### src/hw/rtl/ppmd_pkg.sv
`default_nettype none

package ppmd_pkg;

   // Field widths
   localparam int DEG_W      = 22;
   localparam int PULSE_W    = 32;
   localparam int DUTY_W     = 7;
   localparam int DIR_W      = 2;
   localparam int GAIN_W     = 31;
   localparam int CSR_IDX_W  = 3;
   localparam int CSR_DATA_W = 31;

   // Datapath widths
   localparam int ABS_DEG_W  = DEG_W;        // |degree| fits unsigned
   localparam int SCALED_W   = 25;           // |degree| * 11
   localparam int QPROD_W    = 57;           // scaled * reciprocal of ten
   localparam int TGT_W      = 23;           // signed target pulses
   localparam int ERR_W      = 34;
   localparam int DIFF_W     = 35;
   localparam int SUM_W      = 48;
   localparam int CHUNK_W    = 24;           // operand slice per multiply
   localparam int OPND_W     = CHUNK_W + 1;
   localparam int MGAIN_W    = GAIN_W + 1;
   localparam int PROD_W     = OPND_W + MGAIN_W;
   localparam int ACC_W      = 82;
   localparam int FRAC_W     = 16;
   localparam int MAG_W      = ACC_W - FRAC_W;

   // 396/360 reduces to 11/10; x/10 is (x * ceil(2^35/10)) >> 35 for 32-bit x
   localparam logic [SCALED_W-1:0] DEG_MUL     = 25'd11;
   localparam logic [31:0]         RECIP_TEN   = 32'hCCCC_CCCD;
   localparam int                  RECIP_SHIFT = 35;

   localparam logic [DUTY_W-1:0] DUTY_FULL = 7'd100;

   localparam logic [DIR_W-1:0] DIR_NONE = 2'd0;
   localparam logic [DIR_W-1:0] DIR_FWD  = 2'd1;
   localparam logic [DIR_W-1:0] DIR_REV  = 2'd2;

   localparam int MOTOR_COUNT_DEF = 2;

   // Register reset values
   localparam logic [GAIN_W-1:0] PROP_GAIN_RST  = 31'd676704;
   localparam logic [GAIN_W-1:0] INTEG_GAIN_RST = 31'd138;
   localparam logic [GAIN_W-1:0] DERIV_GAIN_RST = 31'd34879950;
   localparam logic [DUTY_W-1:0] MIN_DUTY_RST   = 7'd15;
   localparam logic [DUTY_W-1:0] MAX_DUTY_RST   = 7'd99;

   typedef enum logic [CSR_IDX_W-1:0] {
      REG_PROP_GAIN  = 3'd0,
      REG_INTEG_GAIN = 3'd1,
      REG_DERIV_GAIN = 3'd2,
      REG_MIN_DUTY   = 3'd3,
      REG_MAX_DUTY   = 3'd4
   } ppmd_reg_type;

   typedef enum logic [2:0] {
      ST_IDLE,
      ST_SCALE,
      ST_ERROR,
      ST_MUL,
      ST_MAG,
      ST_DUTY
   } ppmd_state_type;

   // Multiplier operand slices, in issue order
   typedef enum logic [2:0] {
      OP_ERR_LO  = 3'd0,
      OP_ERR_HI  = 3'd1,
      OP_SUM_LO  = 3'd2,
      OP_SUM_HI  = 3'd3,
      OP_DIFF_LO = 3'd4,
      OP_DIFF_HI = 3'd5
   } ppmd_opsel_type;

   localparam logic [2:0] MUL_LAST = 3'd6;   // drain beat: accumulate only

   typedef struct packed {
      logic [GAIN_W-1:0] prop_gain;
      logic [GAIN_W-1:0] integ_gain;
      logic [GAIN_W-1:0] deriv_gain;
      logic [DUTY_W-1:0] min_duty;
      logic [DUTY_W-1:0] max_duty;
   } ppmd_cfg_type;

   typedef struct packed {
      logic           load;
      logic           scale;
      logic           error;
      logic           mul_en;
      logic           acc_en;
      ppmd_opsel_type sel;
      logic           mag;
      logic           finish;
   } ppmd_cmd_type;

   typedef struct packed {
      logic out_busy;
   } ppmd_stat_type;

endpackage

`default_nettype wire

### src/hw/rtl/ppmd_csr.sv
`default_nettype none

module ppmd_csr
   import ppmd_pkg::*;
(
   input  wire logic                  clock,
   input  wire logic                  reset,
   input  wire logic                  csr_valid,
   input  wire logic [CSR_IDX_W-1:0]  csr_index,
   input  wire logic [CSR_DATA_W-1:0] csr_data,
   output logic                       csr_ready,
   output ppmd_cfg_type               cfg
);

   ppmd_cfg_type cfg_ff;
   ppmd_cfg_type cfg_in;

   assign csr_ready = 1'b1;
   assign cfg       = cfg_ff;

   always_comb begin
      cfg_in = cfg_ff;
      if (csr_valid) begin
         unique case (csr_index)
            REG_PROP_GAIN:  cfg_in.prop_gain  = csr_data[GAIN_W-1:0];
            REG_INTEG_GAIN: cfg_in.integ_gain = csr_data[GAIN_W-1:0];
            REG_DERIV_GAIN: cfg_in.deriv_gain = csr_data[GAIN_W-1:0];
            REG_MIN_DUTY:   cfg_in.min_duty   = csr_data[DUTY_W-1:0];
            REG_MAX_DUTY:   cfg_in.max_duty   = csr_data[DUTY_W-1:0];
            default:        cfg_in = cfg_ff;   // drop writes past the map
         endcase
      end
   end

   always_ff @(posedge clock) begin
      if (reset) begin
         cfg_ff.prop_gain  <= PROP_GAIN_RST;
         cfg_ff.integ_gain <= INTEG_GAIN_RST;
         cfg_ff.deriv_gain <= DERIV_GAIN_RST;
         cfg_ff.min_duty   <= MIN_DUTY_RST;
         cfg_ff.max_duty   <= MAX_DUTY_RST;
      end else begin
         cfg_ff <= cfg_in;
      end
   end

endmodule

`default_nettype wire

### config.mk
export PLATFORM = sky130hd
export DESIGN_NAME = ppmd_csr
export DESIGN_NICKNAME = d
export VERILOG_FILES = /design/src/hw/rtl/ppmd_pkg.sv /design/src/hw/rtl/ppmd_csr.sv
export SDC_FILE = /design/constraint.sdc
export NUM_CORES = 1
export LEC_CHECK = 0
export CAP_MARGIN = 20
export CELL_PAD_IN_SITES_DETAIL_PLACEMENT = 1
export CELL_PAD_IN_SITES_GLOBAL_PLACEMENT = 2
export CORE_ASPECT_RATIO = 0.5
export CORE_MARGIN = 1
export CORE_UTILIZATION = 41
export DETAILED_ROUTE_END_ITERATION = 10
export DONT_BUFFER_PORTS = 1
export PLACE_DENSITY_LB_ADDON = 0.1
export SYNTH_ARGS = -nofsm -noshare
export SYNTH_HDL_FRONTEND = slang
export SYNTH_SLANG_ARGS = --single-unit
### constraint.sdc
create_clock -name clock -period 2 [get_ports clock]
set_input_delay 0.4 -clock clock [delete_from_list [all_inputs] [get_ports clock]]
set_output_delay 0.4 -clock clock [all_outputs]
set_load 0.02 [all_outputs]
# Yosys cells after proc, flatten, opt, wreduce, memory -nomap -nowiden
# Cells that the tools add are included.
# totals
regBits,107
inputBits,37
# op_classes
n_eq_ne,4
reduce_logical,6
# ops
op,count
$reduce_and A2 Y1,5
$eq A3 B2 Y1 const B,2
$eq A3 B1 Y1 const B,1
$eq A3 B3 Y1 const B,1
$logic_not A3 Y1,1

# Longest topological paths before layout
# depth
depth_word,2
mapped_depth,5

# Worst setup path before layout
# OpenSTA, ideal clock, no wires.
# synth_timing
kind,in2reg
from,input csr_index[0]
to,"register cfg_ff, in the netlist cfg[100]"
setup_ns,0.120
arrival_time_ns,1.199
required_ns,1.880
path_slack_ns,0.682
stages,3
path_cell_list,or4b_1 -> buf_6 -> mux2i_1
# synth_via
elab_chain_cells,2
# synth_lines
element,line_no,text
start: declaration,ppmd_csr.sv:9,"input wire logic [CSR_IDX_W-1:0] csr_index,"
$logic_not A3 Y1,ppmd_csr.sv:24,unique case (csr_index)
$reduce_and A2 Y1 (no source line),--,
end signal: assignment,ppmd_csr.sv:43,cfg_ff <= cfg_in;
end: declaration,ppmd_csr.sv:15,ppmd_cfg_type cfg_ff;
# Every way passes these cells.
# A chain may end at the register's enable or synchronous reset.

# Worst setup path after layout
# layout_timing
from,"register cfg_ff, in the netlist cfg[44]"
to,output cfg[44] in the netlist's numbering
# layout_lines
element,line_no,text
end: declaration,ppmd_csr.sv:12,output ppmd_cfg_type cfg
# No word-level cell between the ends.

==> results.py <==
metrics = {
    "die": {
        "initial_core_util_pct": 42.3,
        "die-area_um2": 11000,
        "fp.dieW_um": 147,
        "rows": 26,
        "die_y_um": 74.6,
        "core_area_um2": 10200,
        "io_pins": 145,
    },
    "clock_tree": {
        "clkLatencyLatePin_ns": 0.33,
        "clock_path_buffers": 2,
        "post_cts_buffers": 0,
        "cts_htree_levels": 3,
        "hold_buffers": 0,
        "cts_buffers": 9,
        "cts_tree": "done",
        "clkSlewWorstSetupHoldPaths_ns": 0.07,
        "clkSinkCount": 107,
        "cts_resized": 0,
        "clock-root-buffer": "clkbuf_16",
    },
    "sta": {
        "skew_ns": 0,
        "tightest_slew_ns": 0.570,
        "setup_violations": 0,
        "relSlewSlack_pct": 62.0,
        "drv_slew": 0,
        "finalHoldViolations": 0,
        "rsz0062_at_grt": "false",
        "period_share_pct": 61.3,
        "finalSetupTns_ns": 0,
        "timing.fmax_mhz": 815,
        "finalCriticalPeriod_ns": 1.23,
        "holdWs_ns": 0.208,
    },
    "critical_path": {
        "cp.required_ns": 1.60,
        "path_max_fanout": 2,
        "worst-setup-path-type": "flip-flop to output pin",
        "r2r_setup_slack_ns": 1.18,
        "start_kind": "flip-flop",
        "r2r-start": "cfg[80]$_SDFFE_PP0P_",
        "cp_num_cells": 0,
        "crit_path_end_kind": "output pin",
        "reg2reg_to": "cfg[80]$_SDFFE_PP0P_",
        "rr_worst_depth": 2,
        "cp_data_arrival_time_ns": 0.83,
    },
    "global_routing": {
        "grt_use_total_pct": 18.8,
        "grt_pass1_wl_um": 15400,
        "antenna_found_initial": 0,
        "grt_pass1_vias": 2840,
        "overflow": 0,
        "grt_max_degree": 157,
    },
    "placed_design": {
        "gp_congestion": 0.745,
        "dp_hpwl_um": 6900,
        "port_buffers": 0,
    },
    "layout": {
        "drive_above_1_share_pct": 6.23,
        "fill_cells": 1103,
        "nets": 433,
        "largest_register_ffs": 107,
        "diodes": 0,
        "syn_to_final_growth_pct": 8.97,
    },
    "detailed_routing": {
        "totalWireLength_um": 10100,
        "viasPerCell": 5.02,
        "drtAntennaViolNets": 0,
        "vias": 2717,
        "route.detailed.drc": 0,
        "drt_first_pass_iters": 4,
        "wl_per_cell_um": 18.8,
        "drtIter0Drc": 115,
    },
    "hold_path": {
        "min_from": "csr_data[12]",
        "hold_depth": 2,
        "hp-class": "input pin to flip-flop",
        "holdPathEnd": "cfg[57]$_SDFFE_PP0P_",
    },
    "synthesis": {
        "syn_avg_cell_area_um2": 10.5,
        "synthTopCellsByArea": "dfxtp_1, mux2i_1, nand2b_1",
        "synth_fp_nets": 447,
        "yosysSeqAreaShare_pct": 49.5,
        "synth_warnings": 0,
        "yosys.area.top_type": "dfxtp_1",
        "netlist_instances": 410,
        "synth-seq-cells": 107,
        "synth_cell_type_count": 15,
        "synthesis.area_um2": 4330,
        "synth_top_area_share_pct": 49.5,
    },
    "power": {
        "p_per_area_nw_per_um2": 921,
        "ir_drop_uv": 344,
        "leakage_nw": 1.98,
    },
    "run_status": {
        "status": "completed",
    },
    "flow_run": {
        "cap_violations": 0,
    },
}
-- cells in the final DEF, fill, tap and decap left out, drive strengths merged --
cell type    n
and4bb       2
buf          6
bufinv       2
clkbuf      10
clkinv       3
conb         1
dfxtp      107
inv          1
mux2i      107
nand2b     107
nand4b       1
nand4bb      3
nor2        49
nor4b        1
or4b         1
-- logic make-up after synthesis --
kind of cell	count (synthesis)	share of synthesized area, %
buffers and inverters	31	3.76
other	1	0.0867
muxes	107	24.8
DFF	107	49.5
and+or+nand+nor	164	21.9
-- metrics by stage --
stage / std cells / setup WS (ns) / area [µm²] / utilization [%] / power (mW)
finish: 541 / 0.773 / 4710 / 46.1 / 4.34
global route: 541 / 0.723 / 4710 / 46.1 / 4.51
CTS: 541 / 0.758 / 4710 / 46.1 / 4.40
floorplan: 410 / 0.682 / 4330 / - / 2.50
detailed placement: 525 / 0.419 / 4400 / 43.0 / 2.51
global placement: 525 / 0.433 / 4400 / 43.0 / 2.50
-- power breakdown --
part           switching, mW  internal, mW
Combinational         0.0839        0.0989
Sequential            0.0935          2.18
Clock                  0.785          1.10
Total                  0.963          3.38
-- area by class of cell --
type / instances / area [µm²] / share of cell area, %
clock buffer: 10 / 229 / 4.86
clock inverter: 6 / 87.6 / 1.86
multi-input combinational: 272 / 2030 / 43.2
sequential: 107 / 2140 / 45.4
tap: 140 / 175 / 3.72
timing repair buffer: 6 / 45.0 / 0.956
-- worst max path at each step --
stage / from / end
CTS: cfg[20]$_SDFFE_PP1P_ / cfg[20]
detailed placement: csr_index[0] / cfg[105]$_SDFFE_PP0P_
finish: cfg[44]$_SDFFE_PP0P_ / cfg[44]
global placement: csr_index[0] / cfg[105]$_SDFFE_PP0P_
floorplan: csr_index[0] / cfg[100]$_SDFFE_PP0P_
global route: csr_index[0] / cfg[105]$_SDFFE_PP0P_
-- metal layers --
metal / routed length (µm) / global-route usage, %
met4: 68 / 5.15
met3: 1030 / 9.52
met5: 0 / 0
met1: 4190 / 21.3
met2: 4860 / 31.9
-- cell usage after synthesis (all sizes together) --
cell type	count
and4bb	2
nand2b	107
nand4bb	3
nand4b	1
clkbuf	12
nor2	49
buf	19
mux2i	107
conb	1
or4b	1
nor4b	1
dfxtp	107
(Power assumes the default switching activity.)
