$ cat config.mk
export PLATFORM = sky130hd
export DESIGN_NAME = ppmd_dpath
export DESIGN_NICKNAME = d
export VERILOG_FILES = /design/src/hw/rtl/ppmd_pkg.sv /design/src/hw/rtl/ppmd_dpath.sv
export SDC_FILE = /design/constraint.sdc
export NUM_CORES = 2
export LEC_CHECK = 0
export ABC_AREA = 1
export BUFFER_PORTS_ARGS = -buffer_cell sky130_fd_sc_hd__buf_2
export CAP_MARGIN = 20
export CORE_MARGIN = 2
export CORE_UTILIZATION = 40
export DETAILED_ROUTE_END_ITERATION = 10
export PLACE_DENSITY_LB_ADDON = 0.25
export SYNTH_ARGS = -nofsm -noshare
export SYNTH_HDL_FRONTEND = slang
export SYNTH_SLANG_ARGS = --single-unit
$ cat constraint.sdc
create_clock -name clock -period 27.9 [get_ports clock]
set_input_delay 4.185 -clock clock [delete_from_list [all_inputs] [get_ports clock]]
set_output_delay 4.185 -clock clock [all_outputs]
set_load 0.02 [all_outputs]
$ cat src/hw/rtl/ppmd_pkg.sv
`default_nettype none

package ppmd_pkg;

   // Field widths
   localparam int DEG_W      = 22;
   localparam int PULSE_W    = 32;
   localparam int DUTY_W     = 7;
   localparam int DIR_W      = 2;
   localparam int GAIN_W     = 31;
   localparam int CSR_IDX_W  = 3;
   localparam int CSR_DATA_W = 31;

   // Datapath widths
   localparam int ABS_DEG_W  = DEG_W;        // |degree| fits unsigned
   localparam int SCALED_W   = 25;           // |degree| * 11
   localparam int QPROD_W    = 57;           // scaled * reciprocal of ten
   localparam int TGT_W      = 23;           // signed target pulses
   localparam int ERR_W      = 34;
   localparam int DIFF_W     = 35;
   localparam int SUM_W      = 48;
   localparam int CHUNK_W    = 24;           // operand slice per multiply
   localparam int OPND_W     = CHUNK_W + 1;
   localparam int MGAIN_W    = GAIN_W + 1;
   localparam int PROD_W     = OPND_W + MGAIN_W;
   localparam int ACC_W      = 82;
   localparam int FRAC_W     = 16;
   localparam int MAG_W      = ACC_W - FRAC_W;

   // 396/360 reduces to 11/10; x/10 is (x * ceil(2^35/10)) >> 35 for 32-bit x
   localparam logic [SCALED_W-1:0] DEG_MUL     = 25'd11;
   localparam logic [31:0]         RECIP_TEN   = 32'hCCCC_CCCD;
   localparam int                  RECIP_SHIFT = 35;

   localparam logic [DUTY_W-1:0] DUTY_FULL = 7'd100;

   localparam logic [DIR_W-1:0] DIR_NONE = 2'd0;
   localparam logic [DIR_W-1:0] DIR_FWD  = 2'd1;
   localparam logic [DIR_W-1:0] DIR_REV  = 2'd2;

   localparam int MOTOR_COUNT_DEF = 2;

   // Register reset values
   localparam logic [GAIN_W-1:0] PROP_GAIN_RST  = 31'd676704;
   localparam logic [GAIN_W-1:0] INTEG_GAIN_RST = 31'd138;
   localparam logic [GAIN_W-1:0] DERIV_GAIN_RST = 31'd34879950;
   localparam logic [DUTY_W-1:0] MIN_DUTY_RST   = 7'd15;
   localparam logic [DUTY_W-1:0] MAX_DUTY_RST   = 7'd99;

   typedef enum logic [CSR_IDX_W-1:0] {
      REG_PROP_GAIN  = 3'd0,
      REG_INTEG_GAIN = 3'd1,
      REG_DERIV_GAIN = 3'd2,
      REG_MIN_DUTY   = 3'd3,
      REG_MAX_DUTY   = 3'd4
   } ppmd_reg_type;

   typedef enum logic [2:0] {
      ST_IDLE,
      ST_SCALE,
      ST_ERROR,
      ST_MUL,
      ST_MAG,
      ST_DUTY
   } ppmd_state_type;

   // Multiplier operand slices, in issue order
   typedef enum logic [2:0] {
      OP_ERR_LO  = 3'd0,
      OP_ERR_HI  = 3'd1,
      OP_SUM_LO  = 3'd2,
      OP_SUM_HI  = 3'd3,
      OP_DIFF_LO = 3'd4,
      OP_DIFF_HI = 3'd5
   } ppmd_opsel_type;

   localparam logic [2:0] MUL_LAST = 3'd6;   // drain beat: accumulate only

   typedef struct packed {
      logic [GAIN_W-1:0] prop_gain;
      logic [GAIN_W-1:0] integ_gain;
      logic [GAIN_W-1:0] deriv_gain;
      logic [DUTY_W-1:0] min_duty;
      logic [DUTY_W-1:0] max_duty;
   } ppmd_cfg_type;

   typedef struct packed {
      logic           load;
      logic           scale;
      logic           error;
      logic           mul_en;
      logic           acc_en;
      ppmd_opsel_type sel;
      logic           mag;
      logic           finish;
   } ppmd_cmd_type;

   typedef struct packed {
      logic out_busy;
   } ppmd_stat_type;

endpackage

`default_nettype wire

$ cat src/hw/rtl/ppmd_dpath.sv
`default_nettype none

module ppmd_dpath
   import ppmd_pkg::*;
#(
   parameter int MOTOR_COUNT = MOTOR_COUNT_DEF
) (
   input  wire logic                      clock,
   input  wire logic                      reset,
   input  ppmd_cmd_type                   cmd,
   output ppmd_stat_type                  stat,
   input  ppmd_cfg_type                   cfg,
   input  wire logic                      req_motor_index,
   input  wire logic signed [DEG_W-1:0]   req_target_degree,
   input  wire logic signed [PULSE_W-1:0] req_measured_pulses,
   input  wire logic                      rsp_ready,
   output logic                           rsp_valid,
   output logic [DUTY_W-1:0]              rsp_duty_percent,
   output logic [DIR_W-1:0]               rsp_direction_code,
   output logic                           rsp_bridge_pin_a,
   output logic                           rsp_bridge_pin_b
);

   localparam int MIDX_W = (MOTOR_COUNT > 1) ? $clog2(MOTOR_COUNT) : 1;

   // Captured beat
   logic                      motor_ff;
   logic signed [DEG_W-1:0]   deg_ff;
   logic signed [PULSE_W-1:0] meas_ff;

   // Pipeline registers
   logic signed [TGT_W-1:0]  target_ff,  target_in;
   logic signed [ERR_W-1:0]  err_ff,     err_in;
   logic signed [SUM_W-1:0]  sum_ff,     sum_in;
   logic signed [DIFF_W-1:0] diff_ff,    diff_in;
   logic signed [PROD_W-1:0] prod_ff,    prod_in;
   logic                     prod_hi_ff, prod_hi_in;
   logic signed [ACC_W-1:0]  acc_ff,     acc_in;
   logic                     neg_ff,     neg_in;
   logic [MAG_W-1:0]         mag_ff,     mag_in;

   // Per-motor state
   logic signed [ERR_W-1:0] last_err_ff [MOTOR_COUNT];
   logic signed [SUM_W-1:0] err_sum_ff  [MOTOR_COUNT];
   logic [DIR_W-1:0]        dir_ff      [MOTOR_COUNT];

   // Output register
   logic              rsp_valid_ff, rsp_valid_in;
   logic [DUTY_W-1:0] rsp_duty_ff,  rsp_duty_in;
   logic [DIR_W-1:0]  rsp_dir_ff,   rsp_dir_in;
   logic              rsp_pa_ff,    rsp_pa_in;
   logic              rsp_pb_ff,    rsp_pb_in;

   logic                       motor_ok;
   logic [MIDX_W-1:0]          midx;
   logic [ABS_DEG_W-1:0]       deg_abs;
   logic [SCALED_W-1:0]        scaled;
   logic [QPROD_W-1:0]         qprod;
   logic [ABS_DEG_W-1:0]       quot;
   logic signed [SUM_W:0]      sum_raw;
   logic signed [SUM_W-1:0]    err_wide;
   logic signed [SUM_W-1:0]    diff_wide;
   logic signed [OPND_W-1:0]   opnd;
   logic signed [MGAIN_W-1:0]  gain;
   logic signed [ACC_W-1:0]    addend;
   logic signed [ACC_W-1:0]    acc_abs;
   logic                       big;
   logic                       mag_nz;
   logic [DIR_W-1:0]           dir_old;
   logic [DIR_W-1:0]           dir_cand;
   logic [DIR_W-1:0]           dir_new;
   logic [DUTY_W-1:0]          duty;
   logic                       pin_fwd;
   logic                       pin_rev;

   assign motor_ok = (32'(motor_ff) < MOTOR_COUNT);
   assign midx     = motor_ok ? MIDX_W'(motor_ff) : '0;

   // Scale degrees to pulses: trunc(|deg| * 11 / 10), sign restored
   always_comb begin
      deg_abs   = deg_ff[DEG_W-1] ? ABS_DEG_W'(-deg_ff) : ABS_DEG_W'(deg_ff);
      scaled    = SCALED_W'(deg_abs) * DEG_MUL;
      qprod     = QPROD_W'(scaled) * QPROD_W'(RECIP_TEN);
      quot      = qprod[RECIP_SHIFT +: ABS_DEG_W];
      target_in = deg_ff[DEG_W-1] ? -$signed({1'b0, quot}) : $signed({1'b0, quot});
   end

   // Error, saturated running sum and difference
   always_comb begin
      err_in  = ERR_W'(target_ff) - ERR_W'(meas_ff);
      sum_raw = (SUM_W+1)'(err_sum_ff[midx]) + (SUM_W+1)'(err_in);
      if (sum_raw[SUM_W] != sum_raw[SUM_W-1]) begin
         sum_in = sum_raw[SUM_W] ? {1'b1, {(SUM_W-1){1'b0}}} : {1'b0, {(SUM_W-1){1'b1}}};
      end else begin
         sum_in = sum_raw[SUM_W-1:0];
      end
      diff_in = DIFF_W'(err_in) - DIFF_W'(last_err_ff[midx]);
   end

   // Shared multiplier: 24-bit slice (low unsigned, high signed) times unsigned gain
   always_comb begin
      err_wide   = SUM_W'(err_ff);
      diff_wide  = SUM_W'(diff_ff);
      opnd       = '0;
      gain       = '0;
      prod_hi_in = 1'b0;
      case (cmd.sel)
         OP_ERR_LO: begin
            opnd = $signed({1'b0, err_wide[CHUNK_W-1:0]});
            gain = $signed({1'b0, cfg.prop_gain});
         end
         OP_ERR_HI: begin
            opnd       = $signed({err_wide[SUM_W-1], err_wide[SUM_W-1:CHUNK_W]});
            gain       = $signed({1'b0, cfg.prop_gain});
            prod_hi_in = 1'b1;
         end
         OP_SUM_LO: begin
            opnd = $signed({1'b0, sum_ff[CHUNK_W-1:0]});
            gain = $signed({1'b0, cfg.integ_gain});
         end
         OP_SUM_HI: begin
            opnd       = $signed({sum_ff[SUM_W-1], sum_ff[SUM_W-1:CHUNK_W]});
            gain       = $signed({1'b0, cfg.integ_gain});
            prod_hi_in = 1'b1;
         end
         OP_DIFF_LO: begin
            opnd = $signed({1'b0, diff_wide[CHUNK_W-1:0]});
            gain = $signed({1'b0, cfg.deriv_gain});
         end
         OP_DIFF_HI: begin
            opnd       = $signed({diff_wide[SUM_W-1], diff_wide[SUM_W-1:CHUNK_W]});
            gain       = $signed({1'b0, cfg.deriv_gain});
            prod_hi_in = 1'b1;
         end
         default: begin
            opnd = '0;
            gain = '0;
         end
      endcase
      prod_in = PROD_W'(opnd) * PROD_W'(gain);
   end

   always_comb begin
      addend = prod_hi_ff ? (ACC_W'(prod_ff) <<< CHUNK_W) : ACC_W'(prod_ff);
      acc_in = acc_ff + addend;
   end

   // Truncate toward zero: take magnitude, then drop the fraction
   always_comb begin
      neg_in  = acc_ff[ACC_W-1];
      acc_abs = neg_in ? -acc_ff : acc_ff;
      mag_in  = acc_abs[ACC_W-1:FRAC_W];
   end

   // Duty clamp, direction and pins
   always_comb begin
      big      = (mag_ff[MAG_W-1:DUTY_W] != '0) || (mag_ff[DUTY_W-1:0] >= DUTY_FULL);
      mag_nz   = (mag_ff != '0);
      dir_old  = dir_ff[midx];
      dir_cand = mag_nz ? (neg_ff ? DIR_REV : DIR_FWD) : dir_old;
      if (big) begin
         duty = cfg.max_duty;
      end else if (mag_nz && (mag_ff[DUTY_W-1:0] < cfg.min_duty)) begin
         duty = cfg.min_duty;
      end else begin
         duty = mag_ff[DUTY_W-1:0];
      end
      dir_new = (duty != '0) ? dir_cand : dir_old;
      pin_fwd = (dir_new == DIR_FWD);
      pin_rev = (dir_new == DIR_REV);
   end

   always_comb begin
      rsp_valid_in = rsp_valid_ff && !rsp_ready;
      rsp_duty_in  = rsp_duty_ff;
      rsp_dir_in   = rsp_dir_ff;
      rsp_pa_in    = rsp_pa_ff;
      rsp_pb_in    = rsp_pb_ff;
      if (cmd.finish) begin
         rsp_valid_in = 1'b1;
         if (motor_ok) begin
            rsp_duty_in = duty;
            rsp_dir_in  = dir_new;
            // motor 1 is mounted mirrored: swap the bridge inputs
            rsp_pa_in   = motor_ff ? pin_rev : pin_fwd;
            rsp_pb_in   = motor_ff ? pin_fwd : pin_rev;
         end else begin
            rsp_duty_in = '0;
            rsp_dir_in  = DIR_NONE;
            rsp_pa_in   = 1'b0;
            rsp_pb_in   = 1'b0;
         end
      end
   end

   always_ff @(posedge clock) begin
      if (cmd.load) begin
         motor_ff <= req_motor_index;
         deg_ff   <= req_target_degree;
         meas_ff  <= req_measured_pulses;
      end
      if (cmd.scale) begin
         target_ff <= target_in;
      end
      if (cmd.error) begin
         err_ff  <= err_in;
         sum_ff  <= sum_in;
         diff_ff <= diff_in;
         acc_ff  <= '0;
      end else if (cmd.acc_en) begin
         acc_ff <= acc_in;
      end
      if (cmd.mul_en) begin
         prod_ff    <= prod_in;
         prod_hi_ff <= prod_hi_in;
      end
      if (cmd.mag) begin
         neg_ff <= neg_in;
         mag_ff <= mag_in;
      end
      rsp_duty_ff <= rsp_duty_in;
      rsp_dir_ff  <= rsp_dir_in;
      rsp_pa_ff   <= rsp_pa_in;
      rsp_pb_ff   <= rsp_pb_in;
   end

   always_ff @(posedge clock) begin
      if (reset) begin
         rsp_valid_ff <= 1'b0;
      end else begin
         rsp_valid_ff <= rsp_valid_in;
      end
   end

   for (genvar i = 0; i < MOTOR_COUNT; i++) begin : g_motor
      always_ff @(posedge clock) begin
         if (reset) begin
            last_err_ff[i] <= '0;
            err_sum_ff[i]  <= '0;
            dir_ff[i]      <= DIR_NONE;
         end else if (cmd.finish && motor_ok && (midx == MIDX_W'(i))) begin
            last_err_ff[i] <= err_ff;
            err_sum_ff[i]  <= sum_ff;
            dir_ff[i]      <= dir_new;
         end
      end
   end

   assign stat.out_busy      = rsp_valid_ff && !rsp_ready;
   assign rsp_valid          = rsp_valid_ff;
   assign rsp_duty_percent   = rsp_duty_ff;
   assign rsp_direction_code = rsp_dir_ff;
   assign rsp_bridge_pin_a   = rsp_pa_ff;
   assign rsp_bridge_pin_b   = rsp_pb_ff;

endmodule

`default_nettype wire

======== Word-level counts from Yosys, hierarchy flattened ========
Memories as Yosys holds them, arrays and structs flattened. A register that Yosys moved wholly into a read port is not among the register bits.
Cells that the tools add are included.
W data, S select, Z words.
word-level totals
  register bits ........................... 413
  RAM bits ................................ 168
  bits of input ports ..................... 175
  output and inout bits ................... 13
  logic and storage cells ................. 97
  memories kept ........................... 3
memories
  memory       words  width  rd ports  clocked after memory_dff  wr ports  RTL line          text
  err_sum_ff   2      48     1         1                         2         ppmd_dpath.sv:44  logic signed [SUM_W-1:0] err_sum_ff [MOTOR_COUNT];
  last_err_ff  2      34     1         1                         2         ppmd_dpath.sv:43  logic signed [ERR_W-1:0] last_err_ff [MOTOR_COUNT];
  dir_ff       2      2      1         1                         2         ppmd_dpath.sv:45  logic [DIR_W-1:0] dir_ff [MOTOR_COUNT];
operators by class
  $add $sub $neg .......................... 7
  multiply operators ...................... 3
  order comparisons ....................... 2
  equality and inequality tests ........... 8
  multiplexer cells ....................... 34
  bitwise operators ....................... 7
  reduce and logical (&&, ||, !) cells .... 14
operator list
  cell                      number
  $mux W48                  4
  $pmux W25 S6              1
  $pmux W31 S3              1
  $add A82 B81 Y82          1
  $neg A82 Y82              1
  $mux W81                  1
  $mux W80                  1
  $mux W34                  2
  $reduce_bool A66 Y1       1
  $reduce_bool A59 Y1       1
  $mul A25 B32 Y57          1
  $mul A25 B32 Y57 const B  1
  $add A48 B33 Y49          1
  $mux W22                  2
  $sub A33 B34 Y35          1
  $sub A23 B32 Y33          1
  $mul A22 B4 Y25 const B   1
  $neg A22 Y23              1
  $neg A22 Y22              1
  $mux W1                   15
  $mux W7                   2
  $mux W2                   5
  $ge A7 B7 Y1 const B      1
  $lt A7 B7 Y1              1
  other kinds (15)          27

======== Longest topological paths before layout ========
  word-level depth ........................ 8
  gate-level depth with buffers ........... 63
  depth with buffers taken out ............ 63

======== Worst setup path before layout ========
OpenSTA, ideal clock, no wires.
  kind .................................... input port to flip-flop
  start point ............................. input port cmd[3] in the netlist's numbering
  end point ............................... register prod_ff[45] (data pin)
  data arrival time ....................... 11017 ps
  required time ........................... 27648 ps
  setup slack ............................. 16630 ps
  cell stages on the path ................. 35
  path buffers ............................ 3
  cells stage by stage .................... buf_4 > nor2_2 > inv_1 > nor2_1 > clkbuf_1 > a22o_1 > nor4_2 > inv_2 > clkbuf_1 > nand2_1 > fa_1 > inv_1 > fa_1 > fa_1 > inv_1 > fa_1 > inv_1 > fa_1 > inv_1 > fa_1 > inv_1 > fa_1 > ha_1 > a21oi_1 > o21ai_0 > a21oi_1 > nand2_1 > a21oi_1 > o21ai_1 > a21oi_1 > o21bai_1 > nand2_1 > nand2_1 > nand2_1 > nand2_1
between the ends
  word-level cells in the longest chain between the ends .. 4
ends and longest elaborated chain
  item                                  RTL line           text
  start, declared                       ppmd_dpath.sv:10   input ppmd_cmd_type cmd,
  $eq A3 B3 Y1 (tied with other cells)  ppmd_dpath.sv:107  case (cmd.sel)
  $reduce_or A2 Y1 (no line)            --
  $pmux W31 S3                          ppmd_dpath.sv:107
  $mul A25 B32 Y57 *                    ppmd_dpath.sv:140  prod_in = PROD_W'(opnd) * PROD_W'(gain);
  named net prod_in[45]                 ppmd_dpath.sv:36   logic signed [PROD_W-1:0] prod_ff, prod_in;
  end signal, assigned                  ppmd_dpath.sv:214  prod_ff <= prod_in;
  end, declared                         ppmd_dpath.sv:36
Mark *: on every way through the listed nets, which the timed path passes. The rest lies on a longest branch.
A chain may end at the register's enable or synchronous reset.

======== Worst setup path after layout ========
  start point ............................. input port cmd[3] in the netlist's numbering
  end point ............................... register prod_ff[55] (data pin)
Same word-level chain as after synthesis.

==> reports/results.tsv <==
stage	metric	value	unit
status	status	finished, final reports clean	
timing	Final Hold Vio Count	0	
clock_network	CTS tree	built	
global_routing	vias in the first global route	64700	
global_routing	antenna violations before repair	5	
finish	share of layout cells above drive strength 1	5.77	%
worst_setup_path	crit-path max cell delay	0.83	ns
clock_network	clock sinks	580	
floorplanning	Die Ht	441	um
timing	min Tclk post-route	13.30	ns
synth	Distinct cells, synth	65	
routing	routed vias	64300	
synth	largest family of logic cells by synthesized area	adder cells	
synth	Synth Area in XOR/XNOR	4.10	%
synth	synthesized-area fraction occupied by and/or/nand/nor cells	18.7	%
synth	complex-gate fraction of the synthesized area	8.87	%
floorplanning	I/O Pins	188	
routing	post-route ant nets	0	
clock_network	Root Buffer	clkbuf_16	
synth	ys async rst share	0	%
floorplanning	core box area	190000	um2
clock_network	Worst-Skew Late Latency	0.71	ns
global_routing	first-pass GRT wire length	389	mm
routing	final WL	258	mm
clock_network	Post-CTS Setup Bufs	0	
timing	unrepaired setup endpoints after global routing	false	
clock_network	H-tree lvl count	3	
floorplanning	DIE AREA	194000	um2
synth	mux cell area share after synthesis	1.16	%
timing	Worst Clk Skew	0.0694	ns
global_routing	largest net degree at the start of global routing	96	
floorplanning	die width	441	um
finish	Nets	11400	
timing	setup_tns	0	ns
global_routing	Tot GR Track Use	26.4	%
finish	Area Growth Syn to Fin	8.14	%
worst_setup_path	Setup crit start kind	input port	
synth	Yosys top cell area share	22.8	%
clock_network	number of CTS-inserted buffers	72	
synth	Yosys reg bits	580	
synth	Mapped Nets	11300	
synth	synthesized area per cell	7.96	um2
timing	Peak Freq	0.0752	GHz
worst_setup_path	CP required	28.34	ns
global_routing	Overflow after GRT	0	
routing	DRT Pass-1 Iters	6	
worst_setup_path	CP Max Fanout	32	
worst_setup_path	slowest cell on the critical path	inv_1	
placement	hpwl dp	212	mm
routing	DR WL/cell	21.0	um
worst_setup_path	Data arrival, critical path	13.74	ns
placement	Placer Congestion	1.01	
synth	Post-synth EDFFs	496	
synth	most frequent cells after synthesis	inv_1 (2,022), nand2_1 (1,861), nor2_1 (1,157)	
synth	Synth Area in Adders	34.1	%
routing	DRT iter0 DRCs	5348	
clock_network	maximum root-to-sink buffer count	3	
timing	setup violators final	0	
worst_setup_path	crit end category	flip-flop	
synth	count leader, synth	inv_1	
timing	fin crit share	47.7	%
worst_setup_path	kind of critical path	input port to flip-flop	
routing	Residual DRC	0	
synth	YS warnings	0	
synth	Yosys top cell by area	fa_1	
clock_network	Clk pin slew, worst setup/hold paths	0.06	ns
synth	Seq/Total Area, Yosys	21.7	%
hold_path	Hold/Removal Path Class	flip-flop to flip-flop	
synth	Mapped Area	76300	um2
timing	Slew HR	24.3	%
synth	Mapped Cells	9583	
floorplanning	initial core utilization	40.2	%
clock_network	hold bufs inserted after CTS	0	
job	max-cap viol count	0	
finish	fill cell count	19200	
floorplanning	FP Rows	160	
placement	number of I/O port buffers	187	
timing	worst slew pin tran	1.13	ns
clock_network	Resized cells post-CTS	0	
synth	main area contributors after synthesis	fa_1 (23%), edfxtp_1 (20%), ha_1 (11%)	
synth	dominant synthesized flop cell	edfxtp_1	
timing	Final Max Tran Viols	0	
routing	Vias/cell	5.24	
through the flow:
step           instance area, um2  instances  util (%)  hold WS (ns)  setup slack (ns)
6_report                    82500      12300      43.5         0.553             14.60
5_1_grt                     82500      12300      43.5         0.596             14.22
4_1_cts                     82500      12300      43.5         0.544             14.30
3_5_place_dp                80100      12100      42.2         0.529             13.57
3_3_place_gp                80100      12100      42.2         0.512             13.78
2_1_floorplan               76300       9583         -         0.406             16.63
layout by cell type (no fill, tap or decap), drive strengths merged, types with 73 or more instances in the layout:
| cell | n |
|---|---|
| a21oi | 507 |
| ha | 690 |
| inv | 2049 |
| edfxtp | 496 |
| xnor2 | 97 |
| fa | 869 |
| nand4 | 74 |
| buf | 263 |
| nand2 | 1874 |
| nor3 | 73 |
| nor2 | 1185 |
| nand3 | 218 |
| dfxtp | 84 |
| clkbuf | 88 |
| o21ai | 436 |
| xor2 | 260 |
path summary, 6_finish.rpt:
| kind | startpoint | end | slack (ns) | cells after the start |
|---|---|---|---|---|
| setup / recovery | cmd[3] | prod_ff[55] | 14.60 | 34 |
| hold / removal | rsp_valid | rsp_valid | 0.55 | 4 |
| setup reg to reg | deg_ff[0] | target_ff[8] | 16.02 | 54 |
| hold reg to reg | rsp_valid | rsp_valid | 0.55 | 4 |
state kept, by name, summed over array words and instances (netlist names), 7 cells and up, named ones only:
name / flops
err_sum_ff: 96
acc_ff: 82
last_err_ff: 66
mag_ff: 66
prod_ff: 57
sum_ff: 48
diff_ff: 35
err_ff: 33
meas_ff: 32
target_ff: 23
deg_ff: 22
rsp_duty_percent: 7
metal layers:
metal | GRT usage, % | vias up | wire (um)
li1 | - | 30200 | -
met1 | 35.5 | 31300 | 111000
met2 | 42.8 | 2254 | 117000
met4 | 9.77 | 0 | 11000
met5 | 0 | - | 0
met3 | 4.22 | 468 | 18700
area by class of cell:
class                      count  area [um2]  share of cell area (%)
antenna                        2        5.00                 0.00606
clock buffer                  88        1890                    2.29
clock inverter                43         472                   0.572
inverter                    2062        7740                    9.38
multi-input combinational   6728       51200                    62.0
sequential                   580       16600                    20.1
tap                         2511        3140                    3.81
timing repair buffer         263        1530                    1.85
kinds of logic (layout without fill, tap and decap cells):
logic type / after synthesis / count (layout)
muxes: 82 / 82
DFF: 580 / 580
other: 0 / 2
adders and majority gates: 1559 / 1559
and+or+nand+nor: 3528 / 3528
buffers and inverters: 2275 / 2456
xor gates and xnor gates: 357 / 357
AOI/OAI and AO/OA: 1202 / 1202
worst max-delay path: cells and delay by family:
kind / cells / cell delay [ns]
AO/OA/AOI/OAI: 4 / 1.13
adder cells (fa/ha/maj): 8 / 3.96
buffers and inverters: 11 / 2.11
AND/OR/NAND/NOR: 11 / 2.30
Power is not shown: default switching activity piles up to over one toggle a cycle in this logic, so the estimate is an artifact.
